<file path="config.mk">
export PLATFORM = sky130hd
export DESIGN_NAME = lps_cell
export DESIGN_NICKNAME = d
export VERILOG_FILES = /design/src/lps_pkg.sv /design/src/lps_cell.sv
export SDC_FILE = /design/constraint.sdc
export NUM_CORES = 1
export LEC_CHECK = 0
export BUFFER_PORTS_ARGS = -buffer_cell sky130_fd_sc_hd__buf_2
export CORE_ASPECT_RATIO = 0.75
export CORE_MARGIN = 3
export CORE_UTILIZATION = 41
export CTS_CLUSTER_SIZE = 30
export DETAILED_ROUTE_END_ITERATION = 7
export HOLD_SLACK_MARGIN = 0.1
export PLACE_DENSITY_LB_ADDON = 0.05
export SLEW_MARGIN = 0
export SYNTH_ARGS = -nofsm -noshare
export SYNTH_HDL_FRONTEND = slang
export SYNTH_SLANG_ARGS = --single-unit
</file>
<file path="constraint.sdc">
create_clock -name clock -period 0.8 [get_ports clock]
set_input_delay 0.08 -clock clock [delete_from_list [all_inputs] [get_ports clock]]
set_output_delay 0.08 -clock clock [all_outputs]
set_load 0.01 [all_outputs]
</file>
<file path="src/lps_pkg.sv">
// Shared types and constants for the 3x3 Laplacian sharpening block.
package lps_pkg;

   localparam int KS     = 3;            // window side
   localparam int NB_N   = KS * KS - 1;  // neighbours around the centre
   localparam int PIX_W  = 8;
   localparam int VAL_W  = 18;
   localparam int GAIN_W = 8;
   localparam int IW_W   = 11;
   localparam int IH_W   = 12;
   localparam int ROW_W  = 13;           // input row runs up to height + 1
   localparam int TOT_W  = IW_W + IH_W;
   localparam int COEF_W = 9;
   localparam int PROD_W = PIX_W + COEF_W;
   localparam int NSUM_W = 11;
   localparam int IH_MAX = 4095;

   localparam int CSR_IDX_W  = 2;
   localparam int CSR_DATA_W = 12;

   typedef enum logic [CSR_IDX_W-1:0] {
      CSR_FILTER_TYPE = 2'd0,
      CSR_GAIN        = 2'd1,
      CSR_WIDTH       = 2'd2,
      CSR_HEIGHT      = 2'd3
   } lps_csr_type;

   localparam logic FT_FOUR  = 1'b0;
   localparam logic FT_EIGHT = 1'b1;

   localparam logic [COEF_W-1:0] CTR_FOUR  = 9'd64;   // 4.0 in Q5.4
   localparam logic [COEF_W-1:0] CTR_EIGHT = 9'd128;  // 8.0 in Q5.4

   localparam logic [IW_W-1:0]   W_MIN      = 11'd3;
   localparam logic              RST_TYPE   = FT_FOUR;
   localparam logic [GAIN_W-1:0] RST_GAIN   = 8'd16;
   localparam logic [IW_W-1:0]   RST_WIDTH  = 11'd640;
   localparam logic [IH_W-1:0]   RST_HEIGHT = 12'd480;
   localparam logic [ROW_W-1:0]  ROW_SAT    = '1;

   // one window column: [0] oldest row, [2] current row
   typedef logic [KS-1:0][PIX_W-1:0] lps_col_type;

   // masked window handed to the arithmetic stage
   typedef struct packed {
      logic [NB_N-1:0][PIX_W-1:0] nb;
      logic [PIX_W-1:0]           ctr;
      logic [COEF_W-1:0]          coef;
      logic                       last;
   } lps_win_type;

endpackage

</file>
<file path="src/lps_cell.sv">
// Window cell: holds one pixel column and takes its neighbour's on a shift.
module lps_cell (
   input  logic                clock,
   input  logic                reset,
   input  logic                shift,
   input  logic                clear,
   input  lps_pkg::lps_col_type nbr_col,
   output lps_pkg::lps_col_type own_col
);
   import lps_pkg::*;

   lps_col_type data_ff, data_in;

   always_comb begin
      data_in = data_ff;
      if (clear) begin
         data_in = '0;
      end else if (shift) begin
         data_in = nbr_col;
      end
   end

   always_ff @(posedge clock) begin
      if (reset) begin
         data_ff <= '0;
      end else begin
         data_ff <= data_in;
      end
   end

   assign own_col = data_ff;
endmodule

</file>
Word level (Yosys, flattened, before mapping) --
Index checks and enable logic that the tools add are counted. Widths: inputs -> output; s select.
Storage, ports and cells: bits in registers 24, output and inout bits 24
Operators by class: reduce and logical (&&, ||, !) cells 1
Operator list (number):
- $reduce_or 2->1 | 1

Depth between registers and ports, before layout --
Gate-level depths: netlist of the first run.
depth in word-level cells 1, depth in mapped cells 4

Least setup slack after synthesis of the first run --
Ideal clock, no wire load.
path kind input to register, start input shift, end register data_ff (netlist bit own_col[0]), library setup time 114 ps, arrival 628 ps, setup slack 57 ps, stages 4, path buffers 2, path through buf_4 > buf_4 > mux2i_1 > nor2_1
RTL lines:
- start, declared | line lps_cell.sv:5 | input logic shift,
- end signal, assigned | line lps_cell.sv:27 | data_ff <= data_in;
- end, declared | line lps_cell.sv:12 | lps_col_type data_ff, data_in;

Worst setup path after layout of the first run --
start register data_ff (netlist bit own_col[18]), end output own_col[18] (netlist name)
RTL lines:
- end, declared | line lps_cell.sv:8 | output lps_pkg::lps_col_type own_col
No word-level cell between the ends.

==> results_dict.tcl, run 1 <==
set metrics [dict create \
    status "finished with violations" \
    violations "setup timing" \
    synth_largest_area_cell "dfxtp_1" \
    vias 849 \
    grt-ovfl-total 0 \
    n_antenna_cell 0 \
    vdd_drop_max_mv 1.33 \
    setup_slack_ns -0.0640 \
    antenna_found_initial 0 \
    ff2ff_setup_slack_ns 0.05 \
    fin_nets 188 \
    grt_pass1_vias 893 \
    place_area_sq_um 1150 \
    cp_cell_sequence "buf_6" \
    synth_common_cells "dfxtp_1, mux2i_1, nor2_1" \
    drc_errors 0 \
    drt_iter0_drc 17 \
    min_period_ns 0.864 \
    wire_per_inst_um 14.3 \
    largest_reg_flops 24 \
    placed_cells 150 \
    cp_slowest_cell "dfxtp_2" \
    regToRegStartpoint "own_col[22]" \
    cts_root_buf "clkbuf_4" \
    die_area_sq_um 2710 \
    ys_async_sr_fraction_pct 0 \
    wirelength_mm 2.57 \
    power_density_nw_per_um2 1370 \
    synth.area.top_cells "dfxtp_1, mux2i_1, nor2_1" \
    syn_to_final_growth_pct 87.3 \
    cp-start-kind "flip-flop" \
    clkLatencyLatePin_ns 0.31 \
    synth.net_count 107 \
    regArea_sq_um 510 \
    min_path_type "primary input to flip-flop" \
    finalHoldViolCount 0 \
    synth_edf_count 0 \
    holdCritStartpoint "reset" \
    clkSlewWorstSetupHoldPaths_ns 0.13 \
    setup_viol_count_final 24 \
    grt_pass1_wl_mm 4.04 \
    gp_congestion 0.629 \
    period_share_pct 108 \
    rsz0062_at_grt "true" \
    clockBufferDepth 2 \
    yosysWarningCount 0 \
    grtUsageTotal_pct 20.3 \
    fin_area_sq_um 1620 \
    ant_nets 0 \
    drive_above_1_share_pct 54.4 \
    drv_cap 0 \
    viasPerCell 4.72 \
    cpLargestDelayFamily "flip-flops" \
    fp.dieW_um 59.1 \
    p_leak_nw 0.788 \
    maxSlewViolCount 0 \
    numCtsBuffers 3 \
    fillers 94 \
    synth_seq_cells 24 \
    timing.fmax_mhz 1160 \
    end_kind "primary output" \
    slowest_delay_ns 0.37 \
    clock-sinks 24 \
    whs_ns 0.231 \
    cp_num_buf_inv 1 \
    h-tree-depth 1 \
    cts_tree "built" \
    slew_headroom_pct 87.6 \
    crit_start "own_col[18]" \
    worstMarginPinSlew_ns 0.181 \
    avgSynthCellArea_sq_um 11.0 \
    critical_path_class "flip-flop to primary output" \
    place.port_buffers 51 \
    ys_seq_area_share_pct 55.4 \
    worst-endpoint-arrival_ns 0.78 \
    grt_max_degree 15 \
    crit_required_ns 0.72 \
    core_sq_um 1850 \
    cp_max_fo 2 \
    synthCells 79 \
    multi_input_area_sq_um 340 \
    yosys.area.top_type_share_pct 55.4 \
    io_pins 52 \
    synth_cell_types 7 \
    dpl.hpwl_mm 1.35 \
    fin_cells 180 \
    num_rows 13 \
    first_pass_iters 4 \
    final_util_pct 87.6 \
    start_util_pct 46.8 \
    die_y_um 45.8 \
    synth_area_sq_um 867 \
    synthFlopType "dfxtp_1" \
    finClkSkew_ns 0 \
]
power by group:
group	internal (mW)	switching [mW]
Sequential	1.24	0.0291
Clock	0.176	0.326
Combinational	0.285	0.162
worst paths after layout:
path                 endpoint  cells after the start
setup / recovery  own_col[18]                      1
hold / removal    own_col[10]                      4
setup reg to reg  own_col[22]                      3
hold reg to reg   own_col[20]                      2
cell usage in the layout, fill, tap and decap left out:
master          n
dfxtp_2        24
dlygate4sd3_1  24
nor2_1         24
buf_6          24
clkbuf_4        3
mux2i_2         1
buf_2          27
mux2i_1        23
or2_1           1
buf_12          2
buf_4           5
through the flow:
stage / setup TNS, ns / worst slack (ns) / power (mW)
floorplan: 0 / 0.0571 / 1.44
global placement: 0 / 0.0421 / 1.56
detailed placement: -0.000894 / -0.000894 / 1.57
CTS: -1.17 / -0.0533 / 2.22
global route: -1.91 / -0.0951 / 2.33
finish: -0.943 / -0.0640 / 2.22
logic make-up after synthesis:
| logic type | Yosys count | share of synthesized area (%) |
|---|---|---|
| AND/OR/NAND/NOR | 25 | 11.1 |
| multiplexers | 24 | 27.7 |
| flip-flops | 24 | 55.4 |
| buffers and inverters | 6 | 5.77 |
layout make-up:
type | instances | area share, %
clock buffer | 3 | 1.39
multi-input combinational | 49 | 21.0
sequential | 24 | 31.4
tap | 22 | 1.69
timing repair buffer | 82 | 44.5
layer usage:
layer	part of all wire, %	vias up	global-route usage [%]
met1	40	389	21.5
li1	-	420	-
met2	52	36	38.8
met4	1.6	0	5.88
met3	6.3	4	6.23
met5	0	-	0
timing repair:
item                                   in CTS  in global routing
endpoints found under the hold margin      24                  0
hold buffers                               24                  0
gates cloned                                0                  0
gates resized for setup                    48                  1
setup endpoints to repair                  24                 25
buffers inserted                            0                  3
Power figures use the tool's default switching activity.
==> run 2, diff against run 1 <==
- REMOVE_ABC_BUFFERS: unset -> 1
==> run 2 against run 1 <==
Net effect: count of clock-buffer cells in the layout is 1 higher; flip-flop and latch count did not move; fmax shrank 0.82%; final area is 0.92% higher; utilization increased by 0.81 points; largest power group unchanged; clock power grew 24%; combinational power about the same; critical endpoint is now own_col[10]; sequential share of layout area down 0.29 points; cell count is the same; global-route usage decreased by 0.70 points; setup slack got worse by 0.0072 ns; non-clock buffer count is 1 lower; the flow still finishes with violations (setup timing).
==> results_dict.tcl, run 2 (same netlist as run 1, synthesis figures left out) <==
set metrics [dict create \
    status "finished with violations" \
    violations "setup timing" \
    cp-start-kind "flip-flop" \
    antenna_found_initial 0 \
    regArea_sq_um 510 \
    whs_ns 0.239 \
    io_pins 52 \
    clkLatencyLatePin_ns 0.31 \
    grt-ovfl-total 0 \
    grt_pass1_vias 870 \
    fin_area_sq_um 1640 \
    fin_cells 180 \
    viasPerCell 4.62 \
    rsz0062_at_grt "true" \
    syn_to_final_growth_pct 89.0 \
    h-tree-depth 1 \
    cp_cell_sequence "buf_6" \
    clkSlewWorstSetupHoldPaths_ns 0.12 \
    critical_path_class "flip-flop to primary output" \
    grt_max_degree 14 \
    start_util_pct 46.8 \
    n_antenna_cell 0 \
    timing.fmax_mhz 1150 \
    min_period_ns 0.871 \
    ant_nets 0 \
    cp_max_fo 2 \
    num_rows 13 \
    final_common_cell "buf_2" \
    final_util_pct 88.4 \
    drt_iter0_drc 13 \
    grtUsageTotal_pct 19.6 \
    placed_cells 150 \
    gp_congestion 0.624 \
    fp.dieW_um 59.1 \
    cts_tree "built" \
    fin_setup_tns_ns -1.20 \
    slowest_delay_ns 0.37 \
    cp_num_buf_inv 1 \
    worst-endpoint-arrival_ns 0.79 \
    die_y_um 45.8 \
    cts_root_buf "clkbuf_4" \
    drc_errors 0 \
    core_sq_um 1850 \
    numCtsBuffers 3 \
    finalHoldViolCount 0 \
    place_area_sq_um 1150 \
    vdd_drop_max_mv 1.57 \
    period_share_pct 109 \
    largest_reg_flops 24 \
    slew_headroom_pct 88.0 \
    first_pass_iters 3 \
    p_leak_nw 0.792 \
    vias 832 \
    cpLargestDelayFamily "flip-flops" \
    grt_pass1_wl_mm 3.79 \
    dpl.hpwl_mm 1.40 \
    drv_cap 0 \
    wire_per_inst_um 13.3 \
    cp_slowest_cell "dfxtp_2" \
    clock-sinks 24 \
    die_area_sq_um 2710 \
    min_path_type "primary input to flip-flop" \
    place_ws_ns 0.0245 \
    crit_required_ns 0.72 \
    place.port_buffers 51 \
    p_total_mw 2.34 \
    clockBufferDepth 2 \
    maxSlewViolCount 0 \
    end_kind "primary output" \
    wirelength_mm 2.40 \
    layout_common_cells "buf_2, nor2_1, dlygate4sd3_1, buf_6, dfxtp_2" \
    worstMarginPinSlew_ns 0.175 \
    setup_viol_count_final 24 \
    multi_input_area_sq_um 349 \
    drive_above_1_share_pct 54.4 \
    power_density_nw_per_um2 1430 \
    setup_slack_ns -0.0712 \
    finClkSkew_ns 0 \
    fillers 99 \
    fin_nets 187 \
]
## run 2: cell count changes in the layout (fill, tap and decap cells not counted), sizes merged
cell    change
buf         -1
clkbuf      +1
## run 2: where the power goes
part / internal, mW / switching [mW]
registers: 1.24 / 0.0278
logic: 0.286 / 0.161
clock network: 0.278 / 0.344
total: 1.81 / 0.533
## run 2: timing repair
action,CTS,global route
hold buffers,24,0
setup endpoints to repair,24,25
setup buffers,0,2
resized for setup,48,2
endpoints found under the hold margin,24,0
## run 2: layout make-up
type	instances	area share (%)
multi-input cells	49	21.3
flip-flops and latches	24	31.1
repair buffers	81	43.7
well taps	22	1.68
clock buffers	4	2.21
## run 2: final timing paths
kind / cells past startpoint / to / slack (ns) / start
max: 1 / own_col[10] / -0.07 / own_col[10]
min: 4 / own_col[14] / 0.24 / reset
max reg2reg: 3 / own_col[21] / 0.04 / own_col[21]
min reg2reg: 2 / own_col[19] / 0.51 / own_col[19]
## run 2: layer usage
layer	vias up	global-route usage [%]	share of wire, %
met3	4	6.23	6.3
met2	33	36.3	52
met1	380	20.2	41
met4	0	9.05	1.2
li1	415	-	-
met5	-	0	0
