**src/lps_pkg.sv**
```systemverilog
// Shared types and constants for the 3x3 Laplacian sharpening block.
package lps_pkg;

   localparam int KS     = 3;            // window side
   localparam int NB_N   = KS * KS - 1;  // neighbours around the centre
   localparam int PIX_W  = 8;
   localparam int VAL_W  = 18;
   localparam int GAIN_W = 8;
   localparam int IW_W   = 11;
   localparam int IH_W   = 12;
   localparam int ROW_W  = 13;           // input row runs up to height + 1
   localparam int TOT_W  = IW_W + IH_W;
   localparam int COEF_W = 9;
   localparam int PROD_W = PIX_W + COEF_W;
   localparam int NSUM_W = 11;
   localparam int IH_MAX = 4095;

   localparam int CSR_IDX_W  = 2;
   localparam int CSR_DATA_W = 12;

   typedef enum logic [CSR_IDX_W-1:0] {
      CSR_FILTER_TYPE = 2'd0,
      CSR_GAIN        = 2'd1,
      CSR_WIDTH       = 2'd2,
      CSR_HEIGHT      = 2'd3
   } lps_csr_type;

   localparam logic FT_FOUR  = 1'b0;
   localparam logic FT_EIGHT = 1'b1;

   localparam logic [COEF_W-1:0] CTR_FOUR  = 9'd64;   // 4.0 in Q5.4
   localparam logic [COEF_W-1:0] CTR_EIGHT = 9'd128;  // 8.0 in Q5.4

   localparam logic [IW_W-1:0]   W_MIN      = 11'd3;
   localparam logic              RST_TYPE   = FT_FOUR;
   localparam logic [GAIN_W-1:0] RST_GAIN   = 8'd16;
   localparam logic [IW_W-1:0]   RST_WIDTH  = 11'd640;
   localparam logic [IH_W-1:0]   RST_HEIGHT = 12'd480;
   localparam logic [ROW_W-1:0]  ROW_SAT    = '1;

   // one window column: [0] oldest row, [2] current row
   typedef logic [KS-1:0][PIX_W-1:0] lps_col_type;

   // masked window handed to the arithmetic stage
   typedef struct packed {
      logic [NB_N-1:0][PIX_W-1:0] nb;
      logic [PIX_W-1:0]           ctr;
      logic [COEF_W-1:0]          coef;
      logic                       last;
   } lps_win_type;

endpackage

```
**src/lps_if.sv**
```systemverilog


interface lps_rsp_if;
   import lps_pkg::*;
   logic                    valid;
   logic                    ready;
   logic signed [VAL_W-1:0] value;
   logic                    last;
   modport source (output valid, value, last, input ready);
   modport sink (input valid, value, last, output ready);
endinterface

```
**src/lps_kernel.sv**
```systemverilog
// Kernel arithmetic stage and output register.
module lps_kernel (
   input  logic                 clock,
   input  logic                 reset,
   input  logic                 load,
   input  lps_pkg::lps_win_type win,
   output logic                 take,
   lps_rsp_if.source            rsp_bus
);
   import lps_pkg::*;

   logic                    s1_v_ff, s1_v_in;
   lps_win_type             s1_ff;
   logic                    out_v_ff, out_v_in;
   logic signed [VAL_W-1:0] out_value_ff;
   logic                    out_last_ff;
   logic                    out_free;
   logic [NSUM_W-1:0]       nsum;
   logic [PROD_W-1:0]       prod;
   logic signed [VAL_W-1:0] value;

   always_comb begin
      nsum = '0;
      for (int k = 0; k < NB_N; k++) begin
         nsum = nsum + NSUM_W'(s1_ff.nb[k]);
      end
      prod  = PROD_W'(s1_ff.ctr) * PROD_W'(s1_ff.coef);
      value = $signed({1'b0, prod}) - $signed({3'b000, nsum, 4'b0000});
   end

   always_comb begin
      out_free = !out_v_ff || rsp_bus.ready;
      take     = !s1_v_ff || out_free;
      s1_v_in  = s1_v_ff;
      if (load) begin
         s1_v_in = 1'b1;
      end else if (out_free) begin
         s1_v_in = 1'b0;
      end
      out_v_in = out_free ? s1_v_ff : out_v_ff;
   end

   always_ff @(posedge clock) begin
      if (reset) begin
         s1_v_ff  <= 1'b0;
         out_v_ff <= 1'b0;
      end else begin
         s1_v_ff  <= s1_v_in;
         out_v_ff <= out_v_in;
      end
      if (load) begin
         s1_ff <= win;
      end
      if (out_free && s1_v_ff) begin
         out_value_ff <= value;
         out_last_ff  <= s1_ff.last;
      end
   end

   assign rsp_bus.valid = out_v_ff;
   assign rsp_bus.value = out_value_ff;
   assign rsp_bus.last  = out_last_ff;
endmodule

```
**src/flat_wrapper.sv**
```systemverilog
// flat-port wrapper written by rule: the top's interface ports become plain ports
module lps_kernel_flat import lps_pkg::*;
  (clock, reset, load, win, take, rsp_bus_valid, rsp_bus_value, rsp_bus_last, rsp_bus_ready);
  lps_rsp_if rsp_bus_i ();
  input  logic clock;
  input  logic reset;
  input  logic load;
  input  lps_pkg::lps_win_type win;
  output logic take;
  output wire logic [$bits(rsp_bus_i.valid)-1:0] rsp_bus_valid;
  output wire logic [$bits(rsp_bus_i.value)-1:0] rsp_bus_value;
  output wire logic [$bits(rsp_bus_i.last)-1:0] rsp_bus_last;
  input wire logic [$bits(rsp_bus_i.ready)-1:0] rsp_bus_ready;
  assign rsp_bus_valid = rsp_bus_i.valid;
  assign rsp_bus_value = rsp_bus_i.value;
  assign rsp_bus_last = rsp_bus_i.last;
  assign rsp_bus_i.ready = rsp_bus_ready;
  lps_kernel u_core (.clock(clock), .reset(reset), .load(load), .win(win), .take(take), .rsp_bus(rsp_bus_i));
endmodule
```
**config.mk**
```make
export PLATFORM = sky130hd
export DESIGN_NAME = lps_kernel_flat
export DESIGN_NICKNAME = d
export VERILOG_FILES = /design/src/lps_pkg.sv /design/src/lps_if.sv /design/src/lps_kernel.sv /design/src/flat_wrapper.sv
export SDC_FILE = /design/constraint.sdc
export NUM_CORES = 1
export LEC_CHECK = 0
export BUFFER_PORTS_ARGS = -buffer_cell sky130_fd_sc_hd__buf_4
export CORE_ASPECT_RATIO = 1.1
export CORE_MARGIN = 4
export CORE_UTILIZATION = 60
export CTS_CLUSTER_DIAMETER = 50
export DETAILED_ROUTE_END_ITERATION = 8
export PLACE_DENSITY_LB_ADDON = 0.08
export SETUP_SLACK_MARGIN = 0.5
export SLEW_MARGIN = 20
export SYNTH_ARGS = -nofsm -noshare
export SYNTH_HDL_FRONTEND = slang
export SYNTH_SLANG_ARGS = --single-unit
export TNS_END_PERCENT = 30
```
**constraint.sdc**
```tcl
create_clock -name clock -period 16.6 [get_ports clock]
set_input_delay 0.83 -clock clock [delete_from_list [all_inputs] [get_ports clock]]
set_output_delay 0.83 -clock clock [all_outputs]
set_load 0.01 [all_outputs]
```
---- Word-level counts from Yosys, hierarchy flattened ----
Index checks and enable logic that the tools add are counted.
operators by class
  $add $sub $neg .......................... 8
  $mul .................................... 1
  reductions and logical operators ........ 6
  multiplexer cells ....................... 2
operators with widths
  kind                          count
  adder 11 x 8 -> 11 bit        6
  subtractor 17 x 15 -> 18 bit  1
  multiplier 8 x 9 -> 17 bit    1
  adder 8 x 8 -> 9 bit          1
  logical NOT 1 bit             2
  logical OR 1 bit              2
  two-way mux 1 bit             2
  nonzero test 2 bit            1
  logical AND 1 bit             1
storage, ports and cells
  output and inout port bits .............. 21
  register bits ........................... 103
  input bits .............................. 86
  logic and storage cells ................. 32

---- Longest topological paths before layout ----
  word-level depth ........................ 8
  depth in mapped cells ................... 34
  mapped depth without buffers ............ 33

---- Least setup slack after synthesis ----
No wires, ideal clock.
  path type ............................... reg-to-reg
  start point ............................. reg u_core.s1_ff[18] (netlist bit)
  end point ............................... reg u_core.out_value_ff[17], in the netlist u_core.rsp_bus.value[17], data pin
  setup time .............................. 0.258 ns
  arrival time ............................ 8.296 ns
  buffers on the path ..................... 1
  stages on the path, launching flop included .. 33
  clock period less this slack ............ 8.554 ns
  setup slack ............................. 8.046 ns
  cell sequence ........................... edfxtp_1 -> ha_1 -> inv_1 -> fa_1 -> nor2b_1 -> o21ai_1 -> a21boi_1 -> nor2_1 -> fa_1 -> inv_1 -> fa_1 -> fa_1 -> fa_1 -> inv_1 -> ha_1 -> a21oi_1 -> o21ai_1 -> a2111oi_0 -> nor2_1 -> xnor2_1 -> fa_1 -> inv_1 -> fa_1 -> inv_1 -> fa_1 -> ha_1 -> ha_1 -> buf_6 -> and4_4 -> a221o_1 -> a31o_2 -> o31a_1 -> xnor2_1
between the ends
  longest elaborated chain between the ends .. 8
ends and longest elaborated chain
  item                                 RTL line          text
  start: declaration                   lps_kernel.sv:13  lps_win_type s1_ff;
  start signal: assignment             lps_kernel.sv:52  s1_ff <= win;
  adder 8 x 8 -> 9 bit                 lps_kernel.sv:25  nsum = nsum + NSUM_W'(s1_ff.nb[k]);
  adder 11 x 8 -> 11 bit (6 in a row)  lps_kernel.sv:25
  subtractor 17 x 15 -> 18 bit         lps_kernel.sv:28  value = $signed({1'b0, prod}) - $signed({3'b000, nsum, 4'b0000});
  named net u_core.value[17]           lps_kernel.sv:20  logic signed [VAL_W-1:0] value;
  end signal: assignment               lps_kernel.sv:55  out_value_ff <= value;
  end: declaration                     lps_kernel.sv:15  logic signed [VAL_W-1:0] out_value_ff;
The timed path passes the listed nets, and every way through them passes these cells.
A chain may end at the register's enable or synchronous reset.

---- Worst setup path after layout ----
Same ends and word-level chain as after synthesis.

==> results.toml <==
[run_status]
status = "complete, no violations"

[clocking]
postCtsSetupBuffers = 0
ctsHoldBuffers = 0
cts_resized = 0
cts_tree = "yes"
h-tree-depth = 3
root_buffer = "clkbuf_16"
numClockSinks = 103
cts_buffer_depth = 2
cts.clk_slew.worst_paths_ps = 80
numCtsBuffers = 9
clk_latency_ps = 360

[logic_synthesis]
avgSynthCellArea_um2 = 12.1
syn_inst = 623
ys_types = 51
synth-seq-cells = 103
synthFlopType = "edfxtp_1"
async_flop_share = 0
ys_seq_area_frac = 0.408
synth-edff-count = 101
netlist_area_um2 = 7530
yosysWarnings = 0
synth_nets = 861

[timing]
slew_viol_final = 0
fin_crit_ps = 9290
fmax_mhz = 108
setup_viol = 0
slew_headroom = 0.342
hold_viol_final = 0
rsz0062_at_grt = "no"
fin_worst_skew_ps = 10.0
period_share = 0.559
tightest_slew_ps = 988
fin_setup_tns_ps = 0

[critical_path]
cp.required_ps = 16720
cp_max_fo = 8
critPathCaptureType = "register"
crit_arrival_ps = 9400
cpPeakStageDelay_ps = 770
cp-start-kind = "register"
worst_path_max_delay_cell = "a2111oi_0"
critPathKind = "register to register"
crit_top_cell = "fa_1"

[route]
drt-pass1-iter-count = 4
ant_nets = 0
drc = 0
drtIter0Drc = 200
dr_wl_met3_um = 507
wl_per_cell_um = 14.8
finalWirelength_mm = 13.3
met1_length_mm = 5.27
vias_per_cell = 5.20
dr_total_vias = 4658
wl_met2_mm = 7.22
dr.max_layer_used = "met4"

[die]
num_rows = 42
dieArea_um2 = 14400
die_x_um = 115
io_pins = 107
die_y_um = 126
core_area_um2 = 12100
start_util = 0.620

[final_layout]
syn2layout_area_growth_pct = 17.1
drive_gt1_frac = 0.177
fin_nets = 974
antenna-diode-count = 0

[placement]
place_congestion = 0.892
io_buffer_count = 106
place_hpwl_mm = 10.9

[grt]
gr-total-overflow = 0
grt_pass1_vias = 5093
grt_pass1_wl_mm = 22.6
grt_usage = 0.197
grt_max_degree = 84
antenna_found_initial = 0

[job]
maxCapViolations = 0

[min_path]
hp-class = "register to register"
==> through the flow <==
| stage | instances | util | setup WS (ps) | instance area (µm²) | hold WS [ps] |
|---|---|---|---|---|---|
| floorplan | 623 | - | 8050 | 7530 | 400 |
| global placement | 879 | 0.700 | 7550 | 8500 | 409 |
| detailed placement | 879 | 0.700 | 7300 | 8500 | 419 |
| CTS | 895 | 0.727 | 7290 | 8820 | 437 |
| global route | 895 | 0.727 | 6840 | 8820 | 469 |
| finish | 895 | 0.727 | 7310 | 8820 | 434 |
==> final timing paths <==
path | start | end | slack, ps | depth (start not counted)
setup / recovery | u_core.s1_ff[18] | u_core.rsp_bus.value[17] | 7310 | 31
setup reg to reg | u_core.s1_ff[18] | u_core.rsp_bus.value[17] | 7310 | 31
hold reg to reg | u_core.s1_ff[0] | u_core.rsp_bus.last | 430 | 0
hold / removal | u_core.s1_ff[0] | u_core.rsp_bus.last | 430 | 0
==> layout make-up <==
class                           count  area, µm²
Clock inverter                      7       97.6
Clock buffer                        9        225
Inverter                          153        576
Multi-Input combinational cell    363       3860
Tap cell                          154        193
Timing Repair Buffer              106        796
Sequential cell                   103       3070
Fill cell                         844       3320
==> layer usage <==
metal,GRT usage,up-vias
li1,-,2231
met1,0.234,2285
met2,0.358,117
met3,0.0338,25
met4,0.0691,0
met5,0,-
==> sequential cells by signal, summed over array words and instances, names as in the netlist <==
| register | count |
|---|---|
| u_core.s1_v_ff | 1 |
| u_core.rsp_bus.last | 1 |
| u_core.rsp_bus.valid | 1 |
| u_core.rsp_bus.value | 18 |
| u_core.s1_ff | 82 |
==> layout by cell type (no fill, tap or decap), types with 2 or more instances in the layout <==
cell type,instances
a2111oi_0,3
a21boi_1,3
a21o_1,2
a21oi_1,14
a21oi_2,2
a221oi_1,2
a31oi_1,2
and2_1,38
buf_4,106
clkbuf_16,9
dfxtp_1,2
edfxtp_1,101
fa_1,93
ha_1,59
inv_1,152
inv_8,3
nand2_1,44
nand3_1,6
nor2_1,19
nor2b_1,6
nor3_1,4
nor4_1,3
o21a_1,4
o21ai_0,5
o21ai_1,6
o31ai_1,2
or3_1,2
xnor2_1,15
xor2_1,6
==> Yosys cell counts (3+ instances only) <==
master	count	area [µm²]
o21a_1	4	30.0
xor2_1	6	52.6
o21ai_0	5	25.0
xnor2_1	15	131
and2_1	38	238
a21oi_1	14	70.1
nor4_1	3	18.8
a2111oi_0	3	26.3
edfxtp_1	101	3030
nand3_1	6	30.0
inv_1	152	571
nor2b_1	7	43.8
o21ai_1	6	30.0
nor3_1	4	20.0
fa_1	93	1860
a21boi_1	3	22.5
nor2_1	19	71.3
clkbuf_1	3	11.3
ha_1	59	738
nand2_1	44	165
==> worst max-delay path, delay by kind of cell, from the launching register on <==
family	cells	cell delay (ps)
fa+ha+maj	12	5270
compound gates	8	2250
simple gates	4	610
flops	1	350
xor+xnor	2	300
buf+inv	5	290
==> cell families (layout without fill, tap and decap cells) <==
group | Yosys count | count (layout) | synth area share
AO/OA/AOI/OAI | 56 | 56 | 0.0515
multiplexers | 1 | 1 | 0.00150
buffers and inverters | 157 | 275 | 0.0794
adder cells (fa/ha/maj) | 152 | 152 | 0.345
flip-flops | 103 | 103 | 0.408
AND/OR/NAND/NOR | 133 | 133 | 0.0899
XOR/XNOR | 21 | 21 | 0.0244
Power is not shown: default switching activity piles up to over one toggle a cycle in this logic, so the estimate is an artifact.
