### src/lps_div.sv
// Restoring divider, one quotient bit per cycle.
module lps_div #(
   parameter int NUM_W = 22,
   parameter int DEN_W = 11
) (
   input  logic             clock,
   input  logic             reset,
   input  logic             start,
   input  logic [NUM_W-1:0] dividend,
   input  logic [DEN_W-1:0] divisor,
   output logic             busy,
   output logic             done,
   output logic [NUM_W-1:0] quotient,
   output logic [DEN_W-1:0] remainder
);
   localparam int STEP_W = $clog2(NUM_W + 1);

   logic              busy_ff, busy_in;
   logic              done_ff, done_in;
   logic [STEP_W-1:0] step_ff, step_in;
   logic [NUM_W-1:0]  quo_ff, quo_in;
   logic [DEN_W-1:0]  rem_ff, rem_in;
   logic [DEN_W-1:0]  den_ff, den_in;
   logic [DEN_W:0]    trial, diff;
   logic              ge;

   always_comb begin
      trial   = {rem_ff, quo_ff[NUM_W-1]};
      diff    = trial - {1'b0, den_ff};
      ge      = trial >= {1'b0, den_ff};
      busy_in = busy_ff;
      done_in = 1'b0;
      step_in = step_ff;
      quo_in  = quo_ff;
      rem_in  = rem_ff;
      den_in  = den_ff;
      if (start) begin
         busy_in = 1'b1;
         step_in = STEP_W'(NUM_W);
         quo_in  = dividend;
         rem_in  = '0;
         den_in  = divisor;
      end else if (busy_ff) begin
         rem_in  = ge ? diff[DEN_W-1:0] : trial[DEN_W-1:0];
         quo_in  = {quo_ff[NUM_W-2:0], ge};
         step_in = step_ff - 1'b1;
         if (step_ff == STEP_W'(1)) begin
            busy_in = 1'b0;
            done_in = 1'b1;
         end
      end
   end

   always_ff @(posedge clock) begin
      if (reset) begin
         busy_ff <= 1'b0;
         done_ff <= 1'b0;
         step_ff <= '0;
      end else begin
         busy_ff <= busy_in;
         done_ff <= done_in;
         step_ff <= step_in;
      end
      quo_ff <= quo_in;
      rem_ff <= rem_in;
      den_ff <= den_in;
   end

   assign busy      = busy_ff;
   assign done      = done_ff;
   assign quotient  = quo_ff;
   assign remainder = rem_ff;

`ifndef ASSERT_OFF
   a_step_live: assert property (@(posedge clock) disable iff (reset)
      busy_ff && !start |-> step_ff != '0)
      else $error("divider busy with no steps left");
`endif
endmodule

### config.mk
export PLATFORM = sky130hd
export DESIGN_NAME = lps_div
export DESIGN_NICKNAME = d
export VERILOG_FILES = /design/src/lps_div.sv
export SDC_FILE = /design/constraint.sdc
export NUM_CORES = 1
export LEC_CHECK = 0
export BUFFER_PORTS_ARGS = -buffer_cell sky130_fd_sc_hd__clkbuf_2
export CORE_MARGIN = 10
export CORE_UTILIZATION = 54
export DETAILED_ROUTE_END_ITERATION = 10
export PLACE_DENSITY_LB_ADDON = 0.2
export REMOVE_ABC_BUFFERS = 1
export SLEW_MARGIN = 5
export SYNTH_ARGS = -nofsm -noshare
export SYNTH_HDL_FRONTEND = slang
export SYNTH_SLANG_ARGS = --single-unit
### constraint.sdc
create_clock -name clock -period 2.7 [get_ports clock]
set_clock_uncertainty 0.2 [all_clocks]
set_input_delay 0 -clock clock [delete_from_list [all_inputs] [get_ports clock]]
set_output_delay 0 -clock clock [all_outputs]
set_load 0.05 [all_outputs]
# Word-level counts from Yosys, hierarchy flattened
# Index checks and enable logic that the tools add are counted.
# Widths: inputs -> output; s select.
word_totals:
  regBits: 51
  inputBits: 36
  out_inout_bits: 35
  elab_cells: 24
classes:
  addsub: 2
  n_lt_le_gt_ge: 1
  eq_ne: 1
  n_mux: 9
  n_bitwise: 1
  reduce_logical: 3
op_table:
  columns: ["operator", "n"]
  rows:
  - ["$mux 22", 2]
  - ["$ge 12x11->1", 1]
  - ["$mux 11", 1]
  - ["$sub 11x11->11", 1]
  - ["$mux 5", 2]
  - ["$eq 5x1->1 const B", 1]
  - ["$sub 5x1->5 const B", 1]
  - ["$mux 1", 4]
  - ["$reduce_or 3->1", 1]
  - ["$reduce_bool 2->1", 1]
  - ["$reduce_or 2->1", 1]
  - ["$not 1->1", 1]

# Longest topological paths before layout
# Gate-level depths: netlist of run 1.
depth:
  word_depth: 4
  ltp_mapped: 9

# Worst setup path before layout of run 1
# No wires, ideal clock.
synth_path:
  kind: "register -> register"
  from: "reg quo_ff[21] (netlist: quotient[21])"
  to: "reg rem_ff[3] (netlist: remainder[3])"
  arrival_ps: 2290
  required_time_ps: 2384
  setup_slack_ps: 94
  path_stages_with_launch: 10
  n_path_buf: 1
  period_less_slack_ps: 2606
  path_cell_list: "edfxtp_1 > inv_1 > ha_1 > fa_1 > nor2b_4 > o31a_4 > o211ai_4 > and2_1 > buf_2 > o211a_1"
synth_via:
  elab_chain_cells: 2
  word_cells_on_any_way: 3
synth_lines:
  columns: ["element", "line", "text"]
  rows:
  - ["start, declared", "21", "logic [NUM_W-1:0] quo_ff, quo_in;"]
  - ["start signal, assigned", "64", "quo_ff <= quo_in;"]
  - ["$sub 11x11->11 / $ge 12x11->1 (equally long branches)", "29, 30", null]
  - ["$mux 11 (*)", "44", "rem_in = ge ? diff[DEN_W-1:0] : trial[DEN_W-1:0];"]
  - ["end signal, assigned", "65", "rem_ff <= rem_in;"]
  - ["end, declared", "22", "logic [DEN_W-1:0] rem_ff, rem_in;"]
# Mark *: on every way between the ends. The rest lies on a longest branch, timed or not.
# A chain may end at the register's enable or synchronous reset.

# Worst setup path after layout of run 1
layout_path:
  from: "reg quo_ff[21] (netlist: quotient[21])"
  to: "reg rem_ff[0] (netlist: remainder[0])"
# The elaborated chain is that of the path after synthesis.

==> results of run 1 <==
cells in the mapped netlist (all sizes together) (3+ instances only):
cell type	count	area, um^2
edfxtp	33	991.0
nor2	26	97.59
mux2	21	236.5
dfxtp	18	360.4
inv	17	63.81
ha	13	162.7
nand2	12	47.55
buf	11	103.9
nor3	9	50.05
a21oi	8	43.79
o21ai	7	38.79
nor2b	6	45.04
o21a	5	37.54
a211oi	4	30.03
a31oi	4	25.02
nand2b	4	25.02
nor3b	4	30.03
xnor2	4	35.03
a21o	3	23.77
clkbuf	3	11.26
nand3	3	20.02
nor4b	3	26.28
o2111ai	3	26.28
o311ai	3	26.28
o31ai	3	22.52
power by group through the flow:
| stage | Combinational (mW) | Sequential (mW) | Clock, mW |
|---|---|---|---|
| finish | 0.621 | 0.951 | 0.429 |
| global route | 0.669 | 0.962 | 0.465 |
| CTS | 0.617 | 0.951 | 0.440 |
| detailed placement | 0.575 | 0.967 | 0 |
| global placement | 0.565 | 0.965 | 0 |
| floorplan | 0.254 | 1.13 | 0 |
area by class of cell:
class / instances / share of cell area (%)
multi-input cells: 179 / 37.59
well taps: 70 / 2.333
diodes: 1 / 0.06664
clock buffers: 6 / 1.933
clock inverters: 2 / 0.3332
flip-flops and latches: 51 / 35.99
repair buffers: 112 / 20.06
inverters: 17 / 1.699
metrics by stage:
step | area (um^2) | util, %
finish | 3755 | 72.14
global route | 3752 | 72.09
CTS | 3752 | 72.09
detailed placement | 3317 | 63.73
global placement | 3317 | 63.73
floorplan | 2826 | -
worst paths after layout:
path | cells after the start | slack (ps) | end | start
min | 2 | 210 | den_ff[9]$_DFFE_PP_ | divisor[9]
max | 9 | 220 | remainder[0]$_SDFFE_PP0P_ | quotient[21]$_DFFE_PP_
max reg2reg | 9 | 220 | remainder[0]$_SDFFE_PP0P_ | quotient[21]$_DFFE_PP_
min reg2reg | 2 | 360 | remainder[2]$_SDFFE_PP0P_ | remainder[2]$_SDFFE_PP0P_
logic make-up (layout without fill, tap and decap cells):
kind of cell             count (synthesis)  after routing
buffers and inverters                   31            137
multiplexers                            22             22
AO/OA/AOI/OAI                           52             52
XOR/XNOR                                 6              6
flip-flops                              51             51
AND/OR/NAND/NOR                         85             85
other                                    0              1
adder cells (fa/ha/maj)                 14             14
repair_timing:
item / in CTS / in global routing
setup buffers: 0 / 0
hold endpoints to repair: 41 / 0
hold buffers: 35 / 0
registers in the layout, indices dropped and copies added (netlist names):
register	cells
busy	1
den_ff	11
remainder	11
quotient	22
step_ff	5
done	1
routing by layer:
layer  vias up  wire length, um  share of wire (%)
met5         -                0                  0
met4         0               70               0.94
met3         6              610                8.2
met2        87             3809                 51
met1      1140             2924                 39
li1       1173                -                  -
==> results.sh, run 1 <==
export IMPL_outcome="finished, final reports clean"
export IMPL_cts_clk_slew_worst_paths_ps=90
export IMPL_cts_tree="built"
export IMPL_p_leak_nw=1.608
export IMPL_synth_top_flop_cell="edfxtp_1"
export IMPL_crit_path_end_kind="flip-flop"
export IMPL_arrival_ps=2490
export IMPL_seqCellArea_mm2=0.001351
export IMPL_die_w_um=93.81
export IMPL_drv_slew=0
export IMPL_drt_first_pass_iters=4
export IMPL_synth_area_per_cell_um2=11.27
export IMPL_cts_num_sinks=51
export IMPL_grt_pass1_vias=2472
export IMPL_drive_gt1_share_pct=33.79
export IMPL_switching_share_pct=34.12
export IMPL_final_setup_tns_ps=0
export IMPL_wire_per_inst_um=16.93
export IMPL_port_buffer_count=70
export IMPL_rows=26
export IMPL_startpoint_type="flip-flop"
export IMPL_grt_max_degree=32
export IMPL_multi_input_area_mm2=0.001411
export IMPL_busiest_layer="met2"
export IMPL_dp_cells=394
export IMPL_drcViolationCount=0
export IMPL_p_int_mw=1.318
export IMPL_synth_area_mm2=0.002942
export IMPL_crit_fanout=9
export IMPL_clock_latency_ps=300
export IMPL_dieArea_mm2=0.008799
export IMPL_gp_congestion=0.8779
export IMPL_ir_drop_mv=0.4680
export IMPL_ys_warn_count=0
export IMPL_p_switching_uw=682.9
export IMPL_drtIter0Drc=138
export IMPL_postCtsResizedCells=0
export IMPL_fillers=373
export IMPL_syn_to_final_growth_pct=27.65
export IMPL_grt_pass1_wl_mm=12.25
export IMPL_rsz0062_at_grt="no"
export IMPL_final_common_cell="clkbuf_2"
export IMPL_wl_mm=7.415
export IMPL_fin_nets=416
export IMPL_worst_slew_pin_slew_ps=523.6
export IMPL_fmax_ghz=0.4040
export IMPL_crit_chain="inv_1 > ha_1 > fa_1 > nor2b_4 > o31a_4 > o211ai_4 > buf_4 > a21o_1 > a311oi_2"
export IMPL_slew_headroom_pct=65.10
export IMPL_sequentialPowerShare_pct=47.5
export IMPL_antenna_found_initial=0
export IMPL_numCtsBuffers=5
export IMPL_start_util_pct=56.51
export IMPL_crit_family="compound AO/OA/AOI/OAI gates"
export IMPL_dp_hpwl_mm=5.178
export IMPL_fin_ws_ps=225.0
export IMPL_met2_usage_pct=29.32
export IMPL_path_buf_inv=2
export IMPL_ant_nets=0
export IMPL_syn_inst=261
export IMPL_cp_slowest_cell="fa_1"
export IMPL_hold_path_class="in2reg"
export IMPL_core_area_mm2=0.005205
export IMPL_worstSetupPathType="reg2reg"
export IMPL_synthAdderAreaFrac_pct=6.210
export IMPL_worstPathRequired_ps=2720
export IMPL_comb_power_share_pct=31.0
export IMPL_synthArstFlopShare_pct=0
export IMPL_final_cell_mix="clkbuf_2 (70), dlygate4sd3_1 (35), edfxtp_1 (33)"
export IMPL_h_tree_depth=2
export IMPL_final_cells=438
export IMPL_finalSetupViolCount=0
export IMPL_worst_path_largest_cell_delay_ps=420
export IMPL_post_route_min_period_ps=2475
export IMPL_groute_usage_overall_pct=17.30
export IMPL_hold_viol=0
export IMPL_clk_path_buf_depth=2
export IMPL_chipHeight_um=93.81
export IMPL_root_buffer="clkbuf_8"
export IMPL_synth_mux_area_share_pct=8.379
export IMPL_use_met1_pct=20.57
export IMPL_hold_ws_ps=213.1
export IMPL_total_power_mw=2.001
export IMPL_cap_violations=0
export IMPL_grt_util_met3_pct=5.436
export IMPL_preCtsSetupSlack_ps=240.1
export IMPL_routed_via_density=5.493
export IMPL_synth_compound_area_share_pct=14.63
export IMPL_vias=2406
export IMPL_synth_seq_cells=51
export IMPL_synth_edf_count=33
export IMPL_power_density_mw_per_mm2=533.0
export IMPL_synth_top_family_by_area="simple AND/OR/NAND/NOR gates"
export IMPL_pin_count=71
export IMPL_min_period_over_period_pct=91.67
export IMPL_synthSimpleGateAreaFrac_pct=16.97
export IMPL_overflow=0
export IMPL_synth_xor_area_share_pct=1.786
export IMPL_yosys_cell_types_count=61
export IMPL_power_frac_clock_pct=21.5
export IMPL_synth_yosys_seq_area_share_pct=45.94
No activity file was read; power rests on OpenSTA's default activity.
==> run 2: changes to the inputs <==
- clock period: 2.7 -> 2.8 ns (I/O delays scaled with it)
==> run 2 against run 1 <==
Wire length fell by 4.6%. Clock-buffer cell count fell by 1. Maximum frequency fell by 1.5%. Die area did not move. Critical path depth fell by 1. Sequential share of layout area barely moved. Total power rose by 0.28%. Core utilization barely moved. Sequential power fell by 3.6%. First-iteration DRC count rose by 12%. Combinational power fell by 4.8%. Register-to-register slack improved by 60 ps.
==> results.sh, run 2 (synthesized netlist as in run 1, its figures left out) <==
export IMPL_core_area_mm2=0.005205
export IMPL_worstSetupStartpoint="quotient[21]$_DFFE_PP_"
export IMPL_seqCellArea_mm2=0.001351
export IMPL_antenna_found_initial=0
export IMPL_post_cts_repair_setup_buffers=0
export IMPL_place_area_mm2=0.003309
export IMPL_hold_viol=0
export IMPL_cap_violations=0
export IMPL_post_route_min_period_ps=2512
export IMPL_numCtsBuffers=5
export IMPL_worstSetupPathType="reg2reg"
export IMPL_ant_nets=0
export IMPL_start_util_pct=56.51
export IMPL_dp_hpwl_mm=5.007
export IMPL_min_period_over_period_pct=89.72
export IMPL_worstPathRequired_ps=2640
export IMPL_final_common_cell="clkbuf_2"
export IMPL_clock_latency_ps=300
export IMPL_grt_max_degree=28
export IMPL_groute_usage_overall_pct=16.72
export IMPL_clk_path_buf_depth=2
export IMPL_finalSetupViolCount=0
export IMPL_chipHeight_um=93.81
export IMPL_antennaDiodeCount=0
export IMPL_drcViolationCount=0
export IMPL_slew_headroom_pct=56.40
export IMPL_rsz0062_at_grt="no"
export IMPL_wl_mm=7.076
export IMPL_dieArea_mm2=0.008799
export IMPL_fmax_ghz=0.3981
export IMPL_fin_nets=414
export IMPL_final_cell_mix="clkbuf_2 (70), dlygate4sd3_1 (34), edfxtp_1 (33)"
export IMPL_holdCritStartpoint="start"
export IMPL_pin_count=71
export IMPL_cts_tree="built"
export IMPL_crit_fanout=9
export IMPL_syn_to_final_growth_pct=27.73
export IMPL_gp_congestion=0.8915
export IMPL_largest_reg_flops=22
export IMPL_fillers=369
export IMPL_worst_slew_pin_slew_ps=653.9
export IMPL_wire_per_inst_um=16.27
export IMPL_outcome="finished, final reports clean"
export IMPL_power_density_mw_per_mm2=534.1
export IMPL_startpoint_type="flip-flop"
export IMPL_routed_via_density=5.398
export IMPL_port_buffer_count=70
export IMPL_arrival_ps=2350
export IMPL_grt_pass1_vias=2405
export IMPL_hold_path_class="in2reg"
export IMPL_rows=26
export IMPL_drv_slew=0
export IMPL_drtIter0Drc=154
export IMPL_crit_path_end_kind="flip-flop"
export IMPL_multi_input_area_mm2=0.001411
export IMPL_cts_num_sinks=51
export IMPL_vias=2348
export IMPL_postCtsResizedCells=0
export IMPL_stdcell_area_mm2=0.003757
export IMPL_h_tree_depth=2
export IMPL_drt_first_pass_iters=4
export IMPL_drive_gt1_share_pct=33.70
export IMPL_overflow=0
export IMPL_die_w_um=93.81
export IMPL_ir_drop_mv=0.3876
export IMPL_cts_clk_slew_worst_paths_ps=90
export IMPL_hold_buffers=34
export IMPL_p_leak_nw=1.614
export IMPL_grt_pass1_wl_mm=11.90
export IMPL_root_buffer="clkbuf_8"
export IMPL_final_setup_tns_ps=0
export IMPL_rr_startpoint="quotient[21]$_DFFE_PP_"
-- run 2: cell count changes in the layout (fill, tap and decap cells not counted) --
cell,before,now
buf_4,7,6
bufinv_16,0,1
clkbuf_1,1,0
clkinv_1,0,1
clkinvlp_4,1,0
diode_2,1,0
dlygate4sd3_1,35,34
-- run 2: stage by stage --
stage	utilization [%]	cells	hold slack, ps	total power, mW	setup WS (ps)
detailed placement	63.58	393	-20.89	1.483	314.4
floorplan	-	247	-132.1	1.332	84.76
global route	72.19	435	202.2	2.102	152.1
CTS	72.19	435	151.6	2.021	288.8
finish	72.19	435	173.0	2.007	287.9
global placement	63.58	393	-22.55	1.476	372.7
-- run 2: where the power goes --
group / leakage (nW) / internal, mW / total, mW / switching (mW)
registers: 0.477 / 0.875 / 0.917 / 0.0418
logic: 1.08 / 0.219 / 0.591 / 0.372
clock network: 0.0556 / 0.262 / 0.499 / 0.237
-- run 2: layer usage --
metal / share of wire (%) / track usage (%)
met1: 41 / 20.42
met5: 0 / 0
met2: 49 / 27.59
met3: 8.9 / 5.356
met4: 1.0 / 4.557
-- run 2: worst paths after layout --
path                                to  slack, ps  cells past startpoint
max              quotient[0]$_DFFE_PP_        290                      8
min          remainder[6]$_SDFFE_PP0P_        170                      2
max reg2reg      quotient[0]$_DFFE_PP_        290                      8
min reg2reg  remainder[6]$_SDFFE_PP0P_        360                      2
-- run 2: layout make-up --
cell class / instances / area share, %
Clock buffer: 5 / 1.832
Clock inverter: 3 / 1.032
Inverter: 17 / 1.698
Multi-Input combinational cell: 179 / 37.56
Sequential cell: 51 / 35.96
Tap cell: 70 / 2.331
Timing Repair Buffer: 110 / 19.58
-- run 2: critical path: stages (launching register included) --
cell,delay (ps)
edfxtp_1,430
inv_1,80
ha_1,180
fa_1,240
nor2b_4,70
o31a_4,310
o211ai_4,310
and2_1,320
mux2i_1,110
==> run 3: changes to the inputs <==
--- a/config.mk
+++ b/config.mk
@@ -8,2 +8,3 @@
 export BUFFER_PORTS_ARGS = -buffer_cell sky130_fd_sc_hd__clkbuf_2
+export CORE_ASPECT_RATIO = 0.6
 export CORE_MARGIN = 10
==> constraint.sdc (replaced) <==
create_clock -name clock -period 2.8 [get_ports clock]
set_clock_uncertainty 0.2 [all_clocks]
set_input_delay 0.28 -clock clock [delete_from_list [all_inputs] [get_ports clock]]
set_output_delay 0.28 -clock clock [all_outputs]
set_load 0.05 [all_outputs]
==> run 3 against run 2 <==
First-iteration DRC count is 34% lower. Combinational power shrank 4.7%. Via count fell by 4.3%.
==> results.sh, run 3 (synthesized netlist as in run 1, its figures left out) <==
export IMPL_grt_pass1_vias=2341
export IMPL_crit_path_end_kind="flip-flop"
export IMPL_pin_count=71
export IMPL_grt_pass1_wl_mm=11.22
export IMPL_crit_chain="inv_1 > ha_1 > fa_1 > nor2b_4 > o31a_4 > o211ai_4 > buf_4 > and4b_1 > nor4_2"
export IMPL_core_area_mm2=0.005155
export IMPL_outcome="finished, final reports clean"
export IMPL_start_util_pct=57.06
export IMPL_largest_reg_flops=22
export IMPL_dp_hpwl_mm=5.237
export IMPL_root_buffer="clkbuf_8"
export IMPL_arrival_ps=2540
export IMPL_hold_path_class="in2reg"
export IMPL_drv_slew=0
export IMPL_ant_nets=0
export IMPL_grt_max_degree=28
export IMPL_ir_drop_mv=0.2763
export IMPL_wl_mm=6.930
export IMPL_hold_viol=0
export IMPL_post_route_min_period_ps=2515
export IMPL_postCtsResizedCells=0
export IMPL_clock_latency_ps=310
export IMPL_cap_violations=0
export IMPL_final_cell_mix="clkbuf_2 (70), edfxtp_1 (33), nor2_1 (26)"
export IMPL_p_leak_nw=1.501
export IMPL_worst_slew_pin_slew_ps=537.5
export IMPL_power_density_mw_per_mm2=544.4
export IMPL_h_tree_depth=2
export IMPL_die_w_um=115.3
export IMPL_slew_headroom_pct=64.16
export IMPL_overflow=0
export IMPL_routed_via_density=5.505
export IMPL_numCtsBuffers=5
export IMPL_post_cts_repair_setup_buffers=0
export IMPL_crit_fanout=9
export IMPL_final_setup_tns_ps=0
export IMPL_total_power_mw=1.904
export IMPL_worstPathRequired_ps=2830
export IMPL_drive_gt1_share_pct=35.67
export IMPL_drt_first_pass_iters=4
export IMPL_worst_path_largest_cell_delay_ps=420
export IMPL_syn_to_final_growth_pct=18.93
export IMPL_finalSetupViolCount=0
export IMPL_rows=20
export IMPL_gp_congestion=0.8568
export IMPL_clk_path_buf_depth=2
export IMPL_rsz0062_at_grt="no"
export IMPL_chipHeight_um=77.17
export IMPL_worstSetupPathType="reg2reg"
export IMPL_drcViolationCount=0
export IMPL_groute_usage_overall_pct=15.27
export IMPL_antennaDiodeCount=0
export IMPL_min_period_over_period_pct=89.83
export IMPL_antenna_found_initial=0
export IMPL_drtIter0Drc=101
export IMPL_cts_num_sinks=51
export IMPL_dieArea_mm2=0.008897
export IMPL_cts_clk_slew_worst_paths_ps=90
export IMPL_cp_slowest_cell="edfxtp_1"
export IMPL_fmax_ghz=0.3976
export IMPL_cts_tree="built"
export IMPL_fin_nets=391
export IMPL_final_common_cell="clkbuf_2"
export IMPL_fillers=412
export IMPL_vias=2246
export IMPL_wire_per_inst_um=16.99
export IMPL_port_buffer_count=70
export IMPL_startpoint_type="flip-flop"
==> run 3: cell type report <==
class                      count  area, um^2  share of cell area [%]
sequential                    51        1351                   38.63
inverter                      17       63.81                   1.824
clock inverter                 3       15.01                  0.4292
tap                           66       82.58                   2.361
multi-input combinational    179        1411                   40.34
clock buffer                   5       68.82                   1.967
timing repair buffer          87       505.5                   14.45
==> run 3: power by group <==
part | leakage (nW) | internal, mW | switching (mW)
Clock | 0.0392 | 0.170 | 0.251
Sequential | 0.477 | 0.875 | 0.0441
Combinational | 0.984 | 0.197 | 0.366
==> run 3: layer usage <==
layer | up-vias | share of wire [%] | track usage, %
met2 | 73 | 44 | 23.21
met3 | 8 | 8.8 | 5.905
met5 | - | 0 | 0
met4 | 0 | 0.79 | 3.695
met1 | 1040 | 47 | 19.77
li1 | 1125 | - | -
==> run 3: per-stage QoR <==
| stage | util, % | cell area, um^2 | hold slack (ps) | worst slack [ps] | instances |
|---|---|---|---|---|---|
| floorplan | - | 2826 | 147.9 | 84.76 | 247 |
| global placement | 64.10 | 3304 | 256.3 | 392.6 | 389 |
| global route | 67.86 | 3498 | 46.86 | 153.3 | 408 |
| CTS | 67.86 | 3498 | 29.61 | 296.6 | 408 |
| finish | 67.86 | 3498 | 42.37 | 284.6 | 408 |
| detailed placement | 64.10 | 3304 | 258.7 | 340.7 | 389 |
==> run 3: worst paths after layout <==
path / from / end / slack [ps] / cells after the start
setup / recovery: quotient[21]$_DFFE_PP_ / remainder[6]$_SDFFE_PP0P_ / 280 / 9
hold / removal: reset / step_ff[4]$_SDFFE_PP0P_ / 40 / 2
setup reg to reg: quotient[21]$_DFFE_PP_ / remainder[6]$_SDFFE_PP0P_ / 280 / 9
hold reg to reg: step_ff[4]$_SDFFE_PP0P_ / done$_SDFF_PP0_ / 380 / 2
==> run 3: worst max-delay path: cells and delay by family, from the launching register on <==
kind / cells / cell delay [ps]
DFF: 1 / 420
and+or+nand+nor: 3 / 600
adders and majority gates: 2 / 640
buffers and inverters: 2 / 260
AOI/OAI and AO/OA: 2 / 320
==> run 3: what timing repair did <==
item                                    CTS  global route
endpoints found under the setup margin    0             0
hold buffers                             11             0
endpoints found under the hold margin    11             0
